## config.mk

```make
export PLATFORM = sky130hd
export DESIGN_NAME = banked_register_file_access_flat
export DESIGN_NICKNAME = d
export VERILOG_FILES = /design/src/design/brf_pkg.sv /design/src/design/brf_req_if.sv /design/src/design/brf_rsp_if.sv /design/src/design/banked_register_file_access.sv /design/src/flat_wrapper.sv
export VERILOG_INCLUDE_DIRS = /design/src /design/src/design
export SDC_FILE = /design/constraint.sdc
export NUM_CORES = 1
export LEC_CHECK = 0
export BUFFER_PORTS_ARGS = -buffer_cell sky130_fd_sc_hd__buf_2
export CAP_MARGIN = 20
export CORE_MARGIN = 2
export CORE_UTILIZATION = 63
export DETAILED_ROUTE_END_ITERATION = 10
export GPL_TIMING_DRIVEN = 0
export HOLD_SLACK_MARGIN = 0.15
export PLACE_DENSITY = 0.8
export SLEW_MARGIN = 20
export SYNTH_ARGS = -nofsm -noshare
export SYNTH_HDL_FRONTEND = slang
export SYNTH_SLANG_ARGS = --single-unit
```

## constraint.sdc

```tcl
create_clock -name clk -period 3.5 [get_ports clk]
set_clock_uncertainty 0.1 [all_clocks]
set_input_delay 0.7 -clock clk [delete_from_list [all_inputs] [get_ports clk]]
set_output_delay 0.7 -clock clk [all_outputs]
set_load 0.01 [all_outputs]
```

## src/design/banked_register_file_access_defines.svh

```systemverilog
// assertion macros for the banked register file access block
// needs clk and arst_n in the scope of every module that uses them
`ifndef BANKED_REGISTER_FILE_ACCESS_DEFINES_SVH
`define BANKED_REGISTER_FILE_ACCESS_DEFINES_SVH
`ifndef ASSERT_OFF
// checked outside reset
`define BRF_ASSERT(lbl, prop) \
	lbl: assert property (@(posedge clk) disable iff (!arst_n) prop) \
		else $error("brf assertion failed");
// checked at every edge, reset included
`define BRF_ASSERT_RST(lbl, prop) \
	lbl: assert property (@(posedge clk) prop) \
		else $error("brf assertion failed during reset");
`else
`define BRF_ASSERT(lbl, prop)
`define BRF_ASSERT_RST(lbl, prop)
`endif
`endif

```

## src/design/brf_pkg.sv

```systemverilog
// types and constants of the banked register file access block
// no dependencies
package brf_pkg;

	// register spaces
	localparam logic [2:0] SPACE_GENERAL = 3'd0;
	localparam logic [2:0] SPACE_CONTROL = 3'd1;
	localparam logic [2:0] SPACE_PC      = 3'd2;
	localparam logic [2:0] SPACE_ACC_LO  = 3'd3;
	localparam logic [2:0] SPACE_ACC_HI  = 3'd4;

	// control register numbers
	localparam logic [3:0] CTL_PSW   = 4'd0;
	localparam logic [3:0] CTL_CBR   = 4'd1;
	localparam logic [3:0] CTL_SPI   = 4'd2;
	localparam logic [3:0] CTL_SPU   = 4'd3;
	localparam logic [3:0] CTL_SPARE0 = 4'd4;
	localparam logic [3:0] CTL_SPARE1 = 4'd5;
	localparam logic [3:0] CTL_BPC   = 4'd6;

	// general register file
	localparam int GENERAL_COUNT = 16;
	localparam logic [3:0] SP_INDEX = 4'd15;

	// status bit positions in the packed status word
	localparam int ST_COND  = 0;
	localparam int ST_IE    = 1;
	localparam int ST_SM    = 2;
	localparam int ST_BCOND = 3;
	localparam int ST_BIE   = 4;
	localparam int ST_BSM   = 5;

	// matching bit positions in the psw
	localparam int PSW_COND  = 0;
	localparam int PSW_IE    = 6;
	localparam int PSW_SM    = 7;
	localparam int PSW_BCOND = 8;
	localparam int PSW_BIE   = 14;
	localparam int PSW_BSM   = 15;

	typedef enum logic {
		ACT_READ  = 1'b0,
		ACT_WRITE = 1'b1
	} action_t;

	typedef struct packed {
		action_t     action;
		logic [2:0]  reg_space;
		logic [3:0]  reg_index;
		logic [31:0] write_data;
	} req_t;

	typedef struct packed {
		logic [31:0] read_data;
	} rsp_t;

endpackage

```

## src/design/brf_req_if.sv

```systemverilog
// access request channel of the banked register file
// depends on brf_pkg
interface brf_req_if;
	logic          valid;
	logic          ready;
	brf_pkg::req_t data;

	modport source(output valid, output data, input ready);
	modport sink(input valid, input data, output ready);
endinterface

```

## src/design/brf_rsp_if.sv

```systemverilog
// read data channel of the banked register file
// depends on brf_pkg
interface brf_rsp_if;
	logic          valid;
	logic          ready;
	brf_pkg::rsp_t data;

	modport source(output valid, output data, input ready);
	modport sink(input valid, input data, output ready);
endinterface

```

## src/design/banked_register_file_access.sv

```systemverilog
// banked register file with one access port: general, control, pc, accumulator
// depends on brf_pkg, brf_req_if, brf_rsp_if and the assertion macro header
//
// usage:
//   req carries one access beat (action, reg_space, reg_index, write_data).
//   rsp returns exactly one beat per request, in order: the register value on
//   a read, zero on a write.
//   a request beat lands in the stage 1 register; in the cycle it leaves,
//   the register state is read and updated, and the result goes to the
//   stage 2 output register. throughput: one access per cycle while
//   rsp does not stall, set by the read-modify-write of the register
//   state in stage 1.
//   when rsp stalls, the result holds in stage 2 and one more request waits
//   in stage 1; req.ready then drops until rsp takes its beat.
//   asynchronous reset (arst_n low) clears all registers, the accumulator,
//   the stack copies and the status bits, and empties both stages.
//   a psw write that flips the stack mode swaps general register 15 with the
//   saved copy of the other stack bank.
`include "banked_register_file_access_defines.svh"

module banked_register_file_access (
	input  logic      clk,
	input  logic      arst_n,
	brf_req_if.sink   req,
	brf_rsp_if.source rsp
);

	// stage registers
	brf_pkg::req_t req_s1;
	logic          valid_s1;
	logic [31:0]   read_data_s2;
	logic          valid_s2;

	// architectural state
	logic [31:0] gen_q [brf_pkg::GENERAL_COUNT];
	logic [31:0] pc_q;
	logic [63:0] acc_q;
	logic [31:0] spi_q;
	logic [31:0] spu_q;
	logic [31:0] spare0_q;
	logic [31:0] spare1_q;
	logic [31:0] bpc_q;
	logic [5:0]  status_q;

	logic        advance;
	logic        take;
	logic        is_write;
	logic        user_mode;
	logic [31:0] read_val;
	logic [31:0] psw_val;
	logic [5:0]  psw_next;

	// handshake
	assign advance   = valid_s1 && (!valid_s2 || rsp.ready);
	assign req.ready = !valid_s1 || advance;
	assign take      = req.valid && req.ready;
	assign is_write  = (req_s1.action == brf_pkg::ACT_WRITE);
	assign user_mode = status_q[brf_pkg::ST_SM];

	assign rsp.valid          = valid_s2;
	assign rsp.data.read_data = read_data_s2;

	// psw packing and unpacking
	always_comb begin
		psw_val = '0;
		psw_val[brf_pkg::PSW_BSM]   = status_q[brf_pkg::ST_BSM];
		psw_val[brf_pkg::PSW_BIE]   = status_q[brf_pkg::ST_BIE];
		psw_val[brf_pkg::PSW_BCOND] = status_q[brf_pkg::ST_BCOND];
		psw_val[brf_pkg::PSW_SM]    = status_q[brf_pkg::ST_SM];
		psw_val[brf_pkg::PSW_IE]    = status_q[brf_pkg::ST_IE];
		psw_val[brf_pkg::PSW_COND]  = status_q[brf_pkg::ST_COND];
		psw_next = '0;
		psw_next[brf_pkg::ST_BSM]   = req_s1.write_data[brf_pkg::PSW_BSM];
		psw_next[brf_pkg::ST_BIE]   = req_s1.write_data[brf_pkg::PSW_BIE];
		psw_next[brf_pkg::ST_BCOND] = req_s1.write_data[brf_pkg::PSW_BCOND];
		psw_next[brf_pkg::ST_SM]    = req_s1.write_data[brf_pkg::PSW_SM];
		psw_next[brf_pkg::ST_IE]    = req_s1.write_data[brf_pkg::PSW_IE];
		psw_next[brf_pkg::ST_COND]  = req_s1.write_data[brf_pkg::PSW_COND];
	end

	// read mux
	always_comb begin
		read_val = '0;
		case (req_s1.reg_space)
			brf_pkg::SPACE_GENERAL: read_val = gen_q[req_s1.reg_index];
			brf_pkg::SPACE_CONTROL: begin
				case (req_s1.reg_index)
					brf_pkg::CTL_PSW:    read_val = psw_val;
					brf_pkg::CTL_CBR:    read_val = {31'd0, status_q[brf_pkg::ST_COND]};
					brf_pkg::CTL_SPI:    read_val = user_mode ? spi_q : gen_q[brf_pkg::SP_INDEX];
					brf_pkg::CTL_SPU:    read_val = user_mode ? gen_q[brf_pkg::SP_INDEX] : spu_q;
					brf_pkg::CTL_SPARE0: read_val = spare0_q;
					brf_pkg::CTL_SPARE1: read_val = spare1_q;
					brf_pkg::CTL_BPC:    read_val = bpc_q;
					default:             read_val = '0;
				endcase
			end
			brf_pkg::SPACE_PC:     read_val = pc_q;
			brf_pkg::SPACE_ACC_LO: read_val = acc_q[31:0];
			brf_pkg::SPACE_ACC_HI: read_val = acc_q[63:32];
			default:               read_val = '0;
		endcase
	end

	// stage 1 payload
	always_ff @(posedge clk) begin
		if (take) begin
			req_s1 <= req.data;
		end
	end

	// stage valids
	always_ff @(posedge clk or negedge arst_n) begin
		if (!arst_n) begin
			valid_s1 <= 1'b0;
			valid_s2 <= 1'b0;
		end else begin
			if (take) begin
				valid_s1 <= 1'b1;
			end else if (advance) begin
				valid_s1 <= 1'b0;
			end
			if (advance) begin
				valid_s2 <= 1'b1;
			end else if (rsp.ready) begin
				valid_s2 <= 1'b0;
			end
		end
	end

	// stage 2 result
	always_ff @(posedge clk) begin
		if (advance) begin
			read_data_s2 <= is_write ? 32'd0 : read_val;
		end
	end

	// register state update
	always_ff @(posedge clk or negedge arst_n) begin
		if (!arst_n) begin
			for (int i = 0; i < brf_pkg::GENERAL_COUNT; i++) begin
				gen_q[i] <= '0;
			end
			pc_q     <= '0;
			acc_q    <= '0;
			spi_q    <= '0;
			spu_q    <= '0;
			spare0_q <= '0;
			spare1_q <= '0;
			bpc_q    <= '0;
			status_q <= '0;
		end else if (advance && is_write) begin
			case (req_s1.reg_space)
				brf_pkg::SPACE_GENERAL: gen_q[req_s1.reg_index] <= req_s1.write_data;
				brf_pkg::SPACE_CONTROL: begin
					case (req_s1.reg_index)
						brf_pkg::CTL_PSW: begin
							status_q <= psw_next;
							// stack mode flip swaps the live sp with the other bank
							if (psw_next[brf_pkg::ST_SM] != user_mode) begin
								if (user_mode) begin
									spu_q <= gen_q[brf_pkg::SP_INDEX];
									gen_q[brf_pkg::SP_INDEX] <= spi_q;
								end else begin
									spi_q <= gen_q[brf_pkg::SP_INDEX];
									gen_q[brf_pkg::SP_INDEX] <= spu_q;
								end
							end
						end
						brf_pkg::CTL_CBR: status_q[brf_pkg::ST_COND] <= req_s1.write_data[0];
						brf_pkg::CTL_SPI: begin
							if (user_mode) begin
								spi_q <= req_s1.write_data;
							end else begin
								gen_q[brf_pkg::SP_INDEX] <= req_s1.write_data;
							end
						end
						brf_pkg::CTL_SPU: begin
							if (user_mode) begin
								gen_q[brf_pkg::SP_INDEX] <= req_s1.write_data;
							end else begin
								spu_q <= req_s1.write_data;
							end
						end
						brf_pkg::CTL_SPARE0: spare0_q <= req_s1.write_data;
						brf_pkg::CTL_SPARE1: spare1_q <= req_s1.write_data;
						brf_pkg::CTL_BPC:    bpc_q <= req_s1.write_data;
						default: ;
					endcase
				end
				brf_pkg::SPACE_PC:     pc_q <= req_s1.write_data;
				brf_pkg::SPACE_ACC_LO: acc_q[31:0] <= req_s1.write_data;
				brf_pkg::SPACE_ACC_HI: acc_q[63:32] <= req_s1.write_data;
				default: ;
			endcase
		end
	end

	// assertions
	`BRF_ASSERT_RST(a_reset_empty, !arst_n |-> !valid_s2)
	`BRF_ASSERT(a_write_reads_zero, (advance && is_write) |=> (read_data_s2 == 32'd0))
	`BRF_ASSERT(a_result_from_stage1, $rose(valid_s2) |-> $past(advance))
	`BRF_ASSERT(a_swap_to_user,
		(advance && is_write && req_s1.reg_space == brf_pkg::SPACE_CONTROL &&
		req_s1.reg_index == brf_pkg::CTL_PSW && !user_mode && psw_next[brf_pkg::ST_SM])
		|=> (gen_q[brf_pkg::SP_INDEX] == $past(spu_q) && spi_q == $past(gen_q[brf_pkg::SP_INDEX])))

endmodule
```

## src/flat_wrapper.sv

```systemverilog
// flat-port wrapper written by rule: the top's interface ports become plain ports
module banked_register_file_access_flat 
  (clk, arst_n, req_valid, req_data, req_ready, rsp_valid, rsp_data, rsp_ready);
  brf_req_if req_i ();
  brf_rsp_if rsp_i ();
  input  logic clk;
  input  logic arst_n;
  input wire logic [$bits(req_i.valid)-1:0] req_valid;
  input wire logic [$bits(req_i.data)-1:0] req_data;
  output wire logic [$bits(req_i.ready)-1:0] req_ready;
  output wire logic [$bits(rsp_i.valid)-1:0] rsp_valid;
  output wire logic [$bits(rsp_i.data)-1:0] rsp_data;
  input wire logic [$bits(rsp_i.ready)-1:0] rsp_ready;
  assign req_i.valid = req_valid;
  assign req_i.data = req_data;
  assign req_ready = req_i.ready;
  assign rsp_valid = rsp_i.valid;
  assign rsp_data = rsp_i.data;
  assign rsp_i.ready = rsp_ready;
  banked_register_file_access u_core (.clk(clk), .arst_n(arst_n), .req(req_i), .rsp(rsp_i));
endmodule
```

==> impl_metrics.py, run 1 <==
metrics = {
    "status": {
        "status": "finished with violations",
        "violations": "negative setup slack",
    },
    "flow_run": {
        "max_cap_violations": 0,
    },
    "setup_path": {
        "required_ns": 3.78,
        "end_kind": "flip-flop",
        "cpMaxStageDelayCell": "nor3_2",
        "crit_buf_inv": 3,
        "cpLargestDelayFamily": "buffers and inverters",
        "start_kind": "flip-flop",
        "max_stage_delay_ns": 0.79,
        "cp_cell_sequence": "buf_2 -> inv_1 -> nor3_2 -> clkbuf_1 -> a221oi_2 -> o221ai_1",
        "crit_path_max_fanout": 10,
        "crit_type": "flip-flop to flip-flop",
        "crit_arrival_ns": 3.78,
    },
    "finish": {
        "regArea_sq_mm": 0.0216,
        "fill_cells": 4018,
        "syn2layout_area_growth_pct": 12.9,
        "multi_input_area_sq_mm": 0.0166,
        "fin_nets": 3073,
        "num_antenna_cells": 0,
        "drive_gt1_share_pct": 38.1,
        "finalNonFillerCells": 3936,
    },
    "sta": {
        "slew_violations": 0,
        "finalCriticalPeriod_ns": 3.50,
        "hold_ws_ns": 0.174,
        "maxSlewHeadroom_pct": 20.3,
        "rsz0062_at_grt": "false",
        "tns_ns": -0.00114,
        "clock.fmax_mhz": 286,
        "final_hold_viol_count": 0,
        "fin_ws_ns": -0.00114,
        "period_share_pct": 100,
        "tightest_slew_ns": 1.19,
        "setup-violations-final": 1,
    },
    "yosys": {
        "synth-edff-count": 72,
        "synth_top_area_cell": "dfrtp_1",
        "ys_warn_count": 0,
        "synth_nets": 2856,
        "netlist.area_leader.share_pct": 49.4,
        "seq_area_frac_synth_pct": 54.9,
        "yosysMostFrequentCell": "dfrtp_1",
        "netlist_top_cells_count": "776 x dfrtp_1, 697 x mux2_2, 170 x mux2i_1, 148 x clkbuf_1, 126 x mux4_2",
        "synth_cell_types": 57,
        "ys_ff_latch": 848,
        "synth_area_sq_mm": 0.0393,
        "synth-main-ff-cell": "dfrtp_1",
        "avgSynthCellArea_sq_um": 14.0,
        "postSynthCellCount": 2812,
        "synthTopCellsByArea": "dfrtp_1 49%, mux2_2 20%, mux4_2 7.2%",
        "synthArstFlopShare_pct": 91.5,
    },
    "drt": {
        "viasPerCell": 6.85,
        "first_iter_violations": 3111,
        "dr.pass1.iters": 7,
        "drcViolationCount": 0,
        "drt-total-wl_mm": 123,
        "ant_nets": 0,
        "num_vias": 27000,
        "wire_per_inst_um": 31.2,
    },
    "global_routing": {
        "grt_pass1_vias": 28100,
        "grt_first_pass_wirelength_mm": 182,
        "gr-total-overflow": 0,
        "busiest_layer": "met2",
        "grt_max_degree": 109,
        "met1_usage_pct": 53.2,
        "grt_usage_pct": 39.1,
        "antenna_found_initial": 1,
        "met2_usage_pct": 58.0,
        "met3_usage_pct": 11.7,
    },
    "power_and_ir_drop": {
        "intPower_mw": 17.2,
        "power.leakage_nw": 20.2,
        "peakVddDrop_mv": 0.471,
        "sw_frac_of_total_pct": 25.0,
        "power_frac_seq_pct": 48.9,
        "power_frac_clock_pct": 40.8,
        "pwr-share-comb_pct": 10.3,
        "total_power_mw": 22.9,
        "p_per_area_mw_per_mm2": 516,
        "p_switching_mw": 5.71,
    },
    "floorplanning": {
        "die_height_um": 254,
        "initial_core_util_pct": 63.7,
        "die_area_sq_mm": 0.0644,
        "ios": 78,
        "die_w_um": 254,
        "coreArea_sq_mm": 0.0617,
        "rows": 91,
    },
    "placed_design": {
        "place_congestion": 0.988,
        "port_buffers": 77,
        "dp_cells": 3735,
        "place_ws_ns": -0.713,
        "dp_hpwl_mm": 82.4,
    },
    "cts": {
        "htree_levels": 3,
        "cts_buffers": 86,
        "cts_setup_buffers": 0,
        "clk_latency_ns": 0.66,
        "clk_path_buf_depth": 3,
        "cts_root_buf": "clkbuf_16",
        "cts_tree": "done",
        "cts.sinks": 848,
        "clkTransAtPathRegs_ns": 0.06,
    },
    "min_path": {
        "hold_path_class": "primary input to flip-flop",
    },
}
power groups by stage:
stage                     registers [mW]  logic (mW)  clock network [mW]
after global placement              11.3        2.12                   0
after global routing                11.3        2.52                9.77
final                               11.2        2.36                9.34
after floorplan                     11.2        1.46                   0
after CTS                           11.2        2.31                9.34
after detailed placement            11.3        2.26                   0
cell families after synthesis:
logic type	count (synthesis)	synth area share (%)
mux	994	31.5
flops	848	54.9
compound gates	394	6.82
simple gates	296	3.67
buf+inv	278	3.02
xor+xnor	2	0.0446
cell usage in the layout (no fill, tap or decap), types with 41 or more instances in the layout:
cell type / instances
buf_2: 177
dfrtp_1: 776
clkbuf_16: 91
nor2_1: 95
mux4_2: 126
clkbuf_1: 158
o31ai_1: 41
dlygate4sd3_1: 41
o22ai_1: 75
edfxtp_1: 72
mux2_2: 697
a2bb2oi_1: 53
mux2i_1: 170
a21oi_1: 62
o21ai_0: 76
nand2_1: 92
worst paths after layout:
path / from / to / slack [ns] / cells after the start
min in group asynchronous: arst_n / u_core.gen_q[241] / 0.48 / 2
worst max register to register: u_core.req_s1[34] / u_core.rsp.data[14] / -0.001 / 6
worst max-delay path: u_core.req_s1[34] / u_core.rsp.data[14] / -0.001 / 6
worst min register to register: u_core.spu_q[23] / u_core.spu_q[23] / 0.40 / 2
max in group asynchronous: arst_n / u_core.gen_q[282] / 0.50 / 7
worst min-delay path: req_valid / u_core.valid_s1 / 0.17 / 2
state kept, by name, summed over array words and instances (netlist names), 32 cells and up:
| signal | count |
|---|---|
| u_core.spare0_q | 32 |
| u_core.spare1_q | 32 |
| u_core.spi_q | 32 |
| u_core.gen_q | 512 |
| u_core.rsp.data | 32 |
| u_core.bpc_q | 32 |
| u_core.req_s1 | 33 |
| u_core.acc_q | 64 |
| u_core.pc_q | 32 |
| u_core.spu_q | 32 |
metrics by stage:
step / cell area [sq um] / util (%)
2_1_floorplan: 39300 / -
3_3_place_gp: 40700 / 66.0
3_5_place_dp: 41000 / 66.5
4_1_cts: 44300 / 71.8
5_1_grt: 44400 / 71.9
6_report: 44400 / 71.9
layout make-up:
type / instances / area share, %
Sequential cell: 848 / 48.6
Multi-Input combinational cell: 1687 / 37.4
Clock buffer: 138 / 6.00
Buffer: 273 / 2.72
Timing Repair Buffer: 129 / 2.45
Tap cell: 837 / 2.36
Clock inverter: 20 / 0.446
Inverter: 4 / 0.0338
timing repair:
action / CTS / global route
hold buffers: 41 / 0
gates cloned: 0 / 2
setup endpoints to repair: 18 / 127
gates resized for setup: 6 / 17
hold endpoints to repair: 109 / 0
routing by layer:
layer,up-vias,part of all wire [%]
met2,1659,45
met5,-,0
met4,0,5.8
li1,10900,-
met3,407,11
met1,14000,38
No activity file was read; power rests on OpenSTA's default activity.
==> run 2: changes to the inputs <==
--- a/config.mk
+++ b/config.mk
@@ -14,6 +14,7 @@
 export GPL_TIMING_DRIVEN = 0
 export HOLD_SLACK_MARGIN = 0.15
 export PLACE_DENSITY = 0.8
+export RECOVER_POWER = 100
 export SLEW_MARGIN = 20
 export SYNTH_ARGS = -nofsm -noshare
 export SYNTH_HDL_FRONTEND = slang
==> run 2 against run 1 <==
  * Final cell count is essentially flat
  * First-iteration DRC count fell by 1.4%
  * Highest routed layer unchanged
  * Utilization fell by 0.26 points
  * Routed wire length rose by 0.13%
  * Sequential power hardly changed
  * Non-clock buffer count unchanged
  * Setup slack worse by 0.072 ns
  * Largest cell class unchanged
  * The flow finishes with violations (max-capacitance violations, max-slew violations, negative setup slack)
  * Global-route usage did not move
  * Worst hold slack worse by 0.0019 ns
==> impl_metrics.py, run 2 (synthesized netlist as in run 1, its figures left out) <==
metrics = {
    "placed_design": {
        "port_buffers": 77,
        "place_congestion": 0.988,
        "dp_cells": 3735,
        "place_area_sq_mm": 0.0410,
        "dp_hpwl_mm": 82.4,
    },
    "sta": {
        "final_hold_viol_count": 0,
        "fin_ws_ns": -0.0728,
        "tightest_slew_ns": 2.24,
        "tns_ns": -0.0728,
        "maxSlewHeadroom_pct": -49.7,
        "clock.fmax_mhz": 280,
        "slew_violations": 105,
        "rsz0062_at_grt": "false",
        "period_share_pct": 102,
        "hold_ws_ns": 0.172,
        "setup-violations-final": 1,
        "finalCriticalPeriod_ns": 3.57,
    },
    "drt": {
        "first_iter_violations": 3069,
        "drcViolationCount": 0,
        "wire_per_inst_um": 31.3,
        "num_vias": 27000,
        "viasPerCell": 6.87,
        "dr.pass1.iters": 8,
        "drt-total-wl_mm": 123,
        "ant_nets": 0,
    },
    "cts": {
        "clkTransAtPathRegs_ns": 0.06,
        "htree_levels": 3,
        "cts_buffers": 86,
        "cts_tree": "done",
        "clk_latency_ns": 0.65,
        "cts_root_buf": "clkbuf_16",
        "cts.sinks": 848,
        "cts_setup_buffers": 0,
        "clk_path_buf_depth": 3,
    },
    "finish": {
        "fin_nets": 3073,
        "regArea_sq_mm": 0.0216,
        "mostFrequentLayoutCells": "776 x dfrtp_1, 694 x mux2_2, 208 x clkbuf_1, 170 x mux2i_1, 126 x mux4_2",
        "fill_cells": 4056,
        "largest_register": "u_core.gen_q",
        "syn2layout_area_growth_pct": 12.5,
        "final_common_cell": "dfrtp_1",
        "drive_gt1_share_pct": 36.5,
        "final_area_sq_mm": 0.0442,
        "finalNonFillerCells": 3938,
        "reg.largest.list": "u_core.gen_q (512), u_core.acc_q (64), u_core.req_s1 (33)",
        "multi_input_area_sq_mm": 0.0166,
        "largest_reg_flops": 512,
    },
    "status": {
        "violations": "max-capacitance violations, max-slew violations, negative setup slack",
        "status": "finished with violations",
    },
    "floorplanning": {
        "coreArea_sq_mm": 0.0617,
        "ios": 78,
        "die_area_sq_mm": 0.0644,
        "die_w_um": 254,
        "rows": 91,
        "initial_core_util_pct": 63.7,
        "die_height_um": 254,
    },
    "setup_path": {
        "required_ns": 3.78,
        "crit_path_max_fanout": 19,
        "crit_arrival_ns": 3.85,
        "start_kind": "flip-flop",
        "end_kind": "flip-flop",
        "cp_cell_sequence": "buf_2 -> or2_2 -> nor2_1 -> clkbuf_4 -> a21oi_1 -> o221ai_1",
        "cpMaxStageDelayCell": "nor2_1",
        "crit_type": "flip-flop to flip-flop",
        "max_stage_delay_ns": 0.87,
    },
    "global_routing": {
        "antenna_found_initial": 1,
        "grt_usage_pct": 39.1,
        "grt_max_degree": 109,
        "grt_first_pass_wirelength_mm": 182,
        "gr-total-overflow": 0,
        "grt_pass1_vias": 28100,
    },
    "power_and_ir_drop": {
        "peakVddDrop_mv": 0.470,
        "power.leakage_nw": 20.0,
        "p_per_area_mw_per_mm2": 517,
    },
    "min_path": {
        "hold_path_class": "primary input to flip-flop",
    },
    "flow_run": {
        "max_cap_violations": 2,
    },
}
==> run 2: cell types whose count changed in the layout (fill, tap and decap cells not counted), moves of 2 or more <==
cell / change
buf_2: -92
clkbuf_2: +52
clkbuf_1: +50
buf_1: -7
buf_16: -3
mux2_1: +3
mux2_2: -3
and2_0: +2
diode_2: +2
==> run 2: power by group <==
part	internal, mW	switching (mW)
Sequential	10.7	0.503
Clock	5.43	3.90
Combinational	1.04	1.29
==> run 2: area by class of cell <==
class	instances	area share (%)
clock inverters	20	0.447
diodes	2	0.0113
multi-input cells	1687	37.5
repair buffers	129	2.15
clock buffers	138	6.02
inverters	4	0.0340
flip-flops and latches	848	48.8
plain buffers	273	2.71
well taps	837	2.37
==> run 2: path summary, 6_finish.rpt <==
path                              startpoint                   to  slack, ns  cells after the start
setup / recovery           u_core.req_s1[36]  u_core.rsp.data[14]      -0.07                      6
hold / removal                     req_valid      u_core.valid_s1       0.17                      2
setup reg to reg           u_core.req_s1[36]  u_core.rsp.data[14]      -0.07                      6
hold reg to reg            u_core.gen_q[149]    u_core.gen_q[149]       0.40                      1
max in group asynchronous             arst_n     u_core.gen_q[84]       0.51                      5
min in group asynchronous             arst_n    u_core.gen_q[241]       0.48                      2
==> run 2: layer usage <==
layer	global-route usage (%)	up-vias	wire (um)
met3	11.7	393	13700
met4	19.1	0	6880
li1	-	10900	-
met1	53.2	14100	47400
met2	58.0	1641	55100
met5	0	-	0
==> run 2: critical path, delay by kind of cell, from the launching register on <==
| kind | cells | cell delay, ns |
|---|---|---|
| buffers and inverters | 2 | 0.92 |
| AND/OR/NAND/NOR | 2 | 1.23 |
| flip-flops | 1 | 0.35 |
| AO/OA/AOI/OAI | 2 | 0.69 |
==> run 2: stage by stage <==
step	worst slack [ns]	util [%]	total power, mW
3_3_place_gp	-13.68	66.0	13.4
3_5_place_dp	-0.713	66.5	13.6
6_report	-0.0728	71.6	22.9
5_1_grt	0.00328	71.6	23.5
4_1_cts	0.00117	71.8	22.8
2_1_floorplan	0.364	-	12.6
==> run 2: repair_timing <==
item,in CTS,in global routing
hold buffers,41,0
endpoints found under the hold margin,109,0
endpoints found under the setup margin,18,127
cloned,0,2
resized for setup,6,17
